<file path="src/rtl/let_pkg.sv">
// shared constants and register codes for the laplacian edge thresholder
// no dependencies; imported by the top level, let_lap and the testbench files
package let_pkg;

  localparam int MAX_LINE_WIDTH = 1024;
  localparam int COL_W          = $clog2(MAX_LINE_WIDTH);
  localparam int ROW_W          = 11;
  localparam int LINE_WIDTH_W   = 11;
  localparam int THRESH_W       = 8;
  localparam int PIX_W          = 8;
  localparam int CFG_IDX_W      = 1;
  localparam int CFG_DATA_W     = 11;
  // compare width for column against the clamped line width
  localparam int CMP_W = (LINE_WIDTH_W > COL_W + 1) ? LINE_WIDTH_W : COL_W + 1;

  localparam logic [ROW_W-1:0]        ROW_MAX        = '1;
  localparam logic [LINE_WIDTH_W-1:0] LINE_WIDTH_RST = LINE_WIDTH_W'(640);
  localparam logic [THRESH_W-1:0]     THRESH_RST     = THRESH_W'(30);
  localparam logic [PIX_W-1:0]        EDGE_ON        = '1;
  localparam logic [PIX_W-1:0]        EDGE_OFF       = '0;

  localparam logic [CFG_IDX_W-1:0] REG_LINE_WIDTH     = CFG_IDX_W'(0);
  localparam logic [CFG_IDX_W-1:0] REG_EDGE_THRESHOLD = CFG_IDX_W'(1);

endpackage

</file>
<file path="src/rtl/let_lap.sv">
// 4-neighbour laplacian, magnitude saturated at 255, threshold compare
// depends on let_pkg
module let_lap (
  input  logic [let_pkg::PIX_W-1:0]    centre_i,
  input  logic [let_pkg::PIX_W-1:0]    left_i,
  input  logic [let_pkg::PIX_W-1:0]    right_i,
  input  logic [let_pkg::PIX_W-1:0]    upper_i,
  input  logic [let_pkg::PIX_W-1:0]    lower_i,
  input  logic [let_pkg::THRESH_W-1:0] thresh_i,
  output logic                         edge_o
);
  import let_pkg::*;

  localparam int LAP_W = PIX_W + 3;

  logic signed [LAP_W-1:0] lap;
  logic        [LAP_W-1:0] mag;
  logic        [PIX_W-1:0] mag_sat;

  always_comb begin
    lap = $signed({1'b0, centre_i, 2'b00})
        - $signed({3'b000, left_i})
        - $signed({3'b000, right_i})
        - $signed({3'b000, upper_i})
        - $signed({3'b000, lower_i});
    mag = lap[LAP_W-1] ? LAP_W'(-lap) : LAP_W'(lap);
    mag_sat = (mag > LAP_W'(EDGE_ON)) ? EDGE_ON : mag[PIX_W-1:0];
    edge_o = mag_sat > thresh_i;
  end

endmodule

</file>
<file path="config.mk">
export PLATFORM = sky130hd
export DESIGN_NAME = let_lap
export DESIGN_NICKNAME = d
export VERILOG_FILES = /design/src/rtl/let_pkg.sv /design/src/rtl/let_lap.sv
export SDC_FILE = /design/constraint.sdc
export NUM_CORES = 1
export LEC_CHECK = 0
export BUFFER_PORTS_ARGS = -buffer_cell sky130_fd_sc_hd__buf_2
export CAP_MARGIN = 20
export CORE_MARGIN = 2
export CORE_UTILIZATION = 60
export DETAILED_ROUTE_END_ITERATION = 10
export PLACE_DENSITY_LB_ADDON = 0.08
export SLEW_MARGIN = 15
export SYNTH_ARGS = -nofsm -noshare
export SYNTH_HDL_FRONTEND = slang
export SYNTH_SLANG_ARGS = --single-unit
</file>
<file path="constraint.sdc">
create_clock -name vclk -period 11.55
set_input_delay 0.5775 -clock vclk [all_inputs]
set_output_delay 0.5775 -clock vclk [all_outputs]
set_load 0.01 [all_outputs]
</file>
==> summary.md <==
| Metric | Value |
|---|---|
| Final core occ | 72.49% |
| Setup ws final | 5.177 ns |
| Vias in the first global route | 1378 |
| Initial drt markers | 30 |
| Horiz. Die Dim | 57.51 µm |
| Worst-margin pin slew | 0.7966 ns |
| Syn_area_per_cell | 7.809 µm² |
| Drt first pass iters | 4 |
| Sequential cell count | 0 |
| Initial antenna violation count | 0 |
| Fin. max-slew vios | 0 |
| # rows | 19 |
| Top cells by count, synth | 69 x inv_1, 23 x fa_1, 22 x ha_1 |
| Wire length on met1 | 1410 µm |
| Post-route ant nets | 0 |
| Initial core utilization | 62.84% |
| Share of cells above drive strength 1 | 21.05% |
| Synth top area share | 26.80% |
| Buffers on Ports | 49 |
| Pwr Total | 0.4242 mW |
| Outcome | complete, no violations |
| Antenna diode count | 0 |
| Mapped Area | 1718 µm² |
| P per Cell Area | 214.0 nW/µm² |
| Met2 wire len | 1506 µm |
| Worst hold path type | in -> out |
| WL/cell | 10.12 µm |
| Die area | 3307 µm² |
| P_leak | 1.137 nW |
| Fillers | 254 |
| Origin of the worst setup path | left_i[5] |
| # nets final | 361 |
| Routed wl met3 | 90 µm |
| Fmax | 156.9 MHz |
| Core area | 2734 µm² |
| Setup TNS | 0 ns |
| Mapped Nets | 313 |
| GPL Wtd Cong | 0.8000 |
| Slew margin rel. | 46.48% |
| Period utilization | 55.18% |
| # hold bufs at CTS | 0 |
| Max cap viols | 0 |
| Max Fanout on Critical Path | 8 |
| Reg area | 0 µm² |
| Via/cell ratio | 5.189 |
| Setup Buffers After CTS | 0 |
| Post-synth top area cell | fa_1 |
| GRT Residual Overflow | 0 |
| Critical Path AT | 5.80 ns |
| Area Overhead vs Synth | 15.37% |
| RSZ-0062 raised after global routing | false |
| DR top layer | met3 |
| DIE HEIGHT | 57.51 µm |
| Hpwl dp | 2736 µm |
| Worst hold start | thresh_i[0] |
| Worst Path Required | 10.97 ns |
| Hold Vio Cnt, Final | 0 |
| Post-synthesis sequential area ratio | 0% |
| Crit end category | output pin |
| Post-Syn Instances | 220 |
| Wire length of the first global-routing pass | 5299 µm |
| # IOs | 49 |
| Library cells used by synthesis | 44 |
| Tot GR Track Use | 18.90% |
| Maximum VDD drop | 0.1390 mV |
| Clkbuf count | 0 |
| Synth Warn # | 0 |
| WS Path Type | in -> out |
| Gates resized, CTS repair | 0 |
| Largest net degree at the start of global routing | 9 |
| Pre-CTS setup slack | 5.206 ns |
| Startpoint types | input pin |
| DRC | 0 |
| Top post-synthesis cells by area | fa_1 27%, ha_1 16%, inv_1 15% |
| Min cycle time layout | 6.373 ns |
| Count leader, synth | inv_1 |
| Final setup fails | 0 |
| Vias | 1541 |
| DRT Wirelength | 3007 µm |
per-stage QoR:
| stage | hold WS, ns | cell area (µm²) | std cells |
|---|---|---|---|
| final | 1.759 | 1982 | 297 |
| after global placement | 1.757 | 1982 | 297 |
| after global routing | 1.789 | 1982 | 297 |
| after detailed placement | 1.762 | 1982 | 297 |
| after CTS | 1.766 | 1982 | 297 |
| after floorplan | 1.579 | 1718 | 220 |
layout make-up:
cell class / count / area (µm²) / share of cell area (%)
inverter: 69 / 259.0 / 13.07
multi-input combinational: 148 / 1439 / 72.60
tap: 31 / 38.79 / 1.957
timing repair buffer: 49 / 245.2 / 12.37
cells in the final DEF, fill, tap and decap left out, types with 2 or more instances in the layout:
cell and instances:
and2_1 2, o21ai_0 7, ha_1 22, fa_1 23
a21oi_2 2, nand2b_1 2, nor3_1 5, a21oi_1 11
xnor2_1 6, o2111ai_1 2, nand4_1 2, buf_2 49
nand3_1 4, a311oi_1 2, nand2_1 7, o21ai_1 3
xor2_1 3, o211a_1 2, o21a_1 5, nor2_1 9
o211ai_1 2, mux2i_1 2, a21o_1 2, nor4b_1 2
nor2b_1 4, inv_1 69, o31a_1 2
worst max-delay path: stages:
cell	delay, ns
buf_2	0.07
inv_1	0.04
fa_1	0.53
inv_1	0.05
fa_1	0.49
inv_1	0.05
fa_1	0.45
ha_1	0.43
o21a_1	0.25
o31a_1	0.28
mux2i_1	0.15
o2111ai_1	0.19
nor3_1	0.70
o221ai_1	0.25
ha_1	0.33
nor2b_1	0.13
o21a_1	0.15
o21ai_0	0.13
nand2b_1	0.07
a21oi_1	0.14
o21ai_0	0.08
o31a_1	0.10
buf_2	0.13
path summary, 6_finish.rpt:
path                  cells after the start  slack (ns)     end
worst max-delay path                     23        5.18  edge_o
worst min-delay path                      5        1.76  edge_o
metal layers:
metal / vias to the layer above / track usage, %
met5: - / 0
met4: 0 / 0
met3: 0 / 0
met2: 29 / 36.20
met1: 706 / 25.47
li1: 806 / -
kinds of logic (layout without fill, tap and decap cells):
| group | Yosys count | count (layout) | synth area share, % |
|---|---|---|---|
| AOI/OAI and AO/OA | 49 | 49 | 20.25 |
| muxes | 4 | 4 | 3.132 |
| buffers and inverters | 72 | 118 | 16.24 |
| and+or+nand+nor | 41 | 41 | 12.96 |
| adders and majority gates | 45 | 45 | 42.83 |
| xor gates and xnor gates | 9 | 9 | 4.589 |
power breakdown:
part / internal [mW] / leakage [nW] / switching, mW
clock: 0 / 0 / 0
combinational: 0.189 / 1.14 / 0.235
sequential: 0 / 0 / 0
No activity file was read; power rests on OpenSTA's default activity.
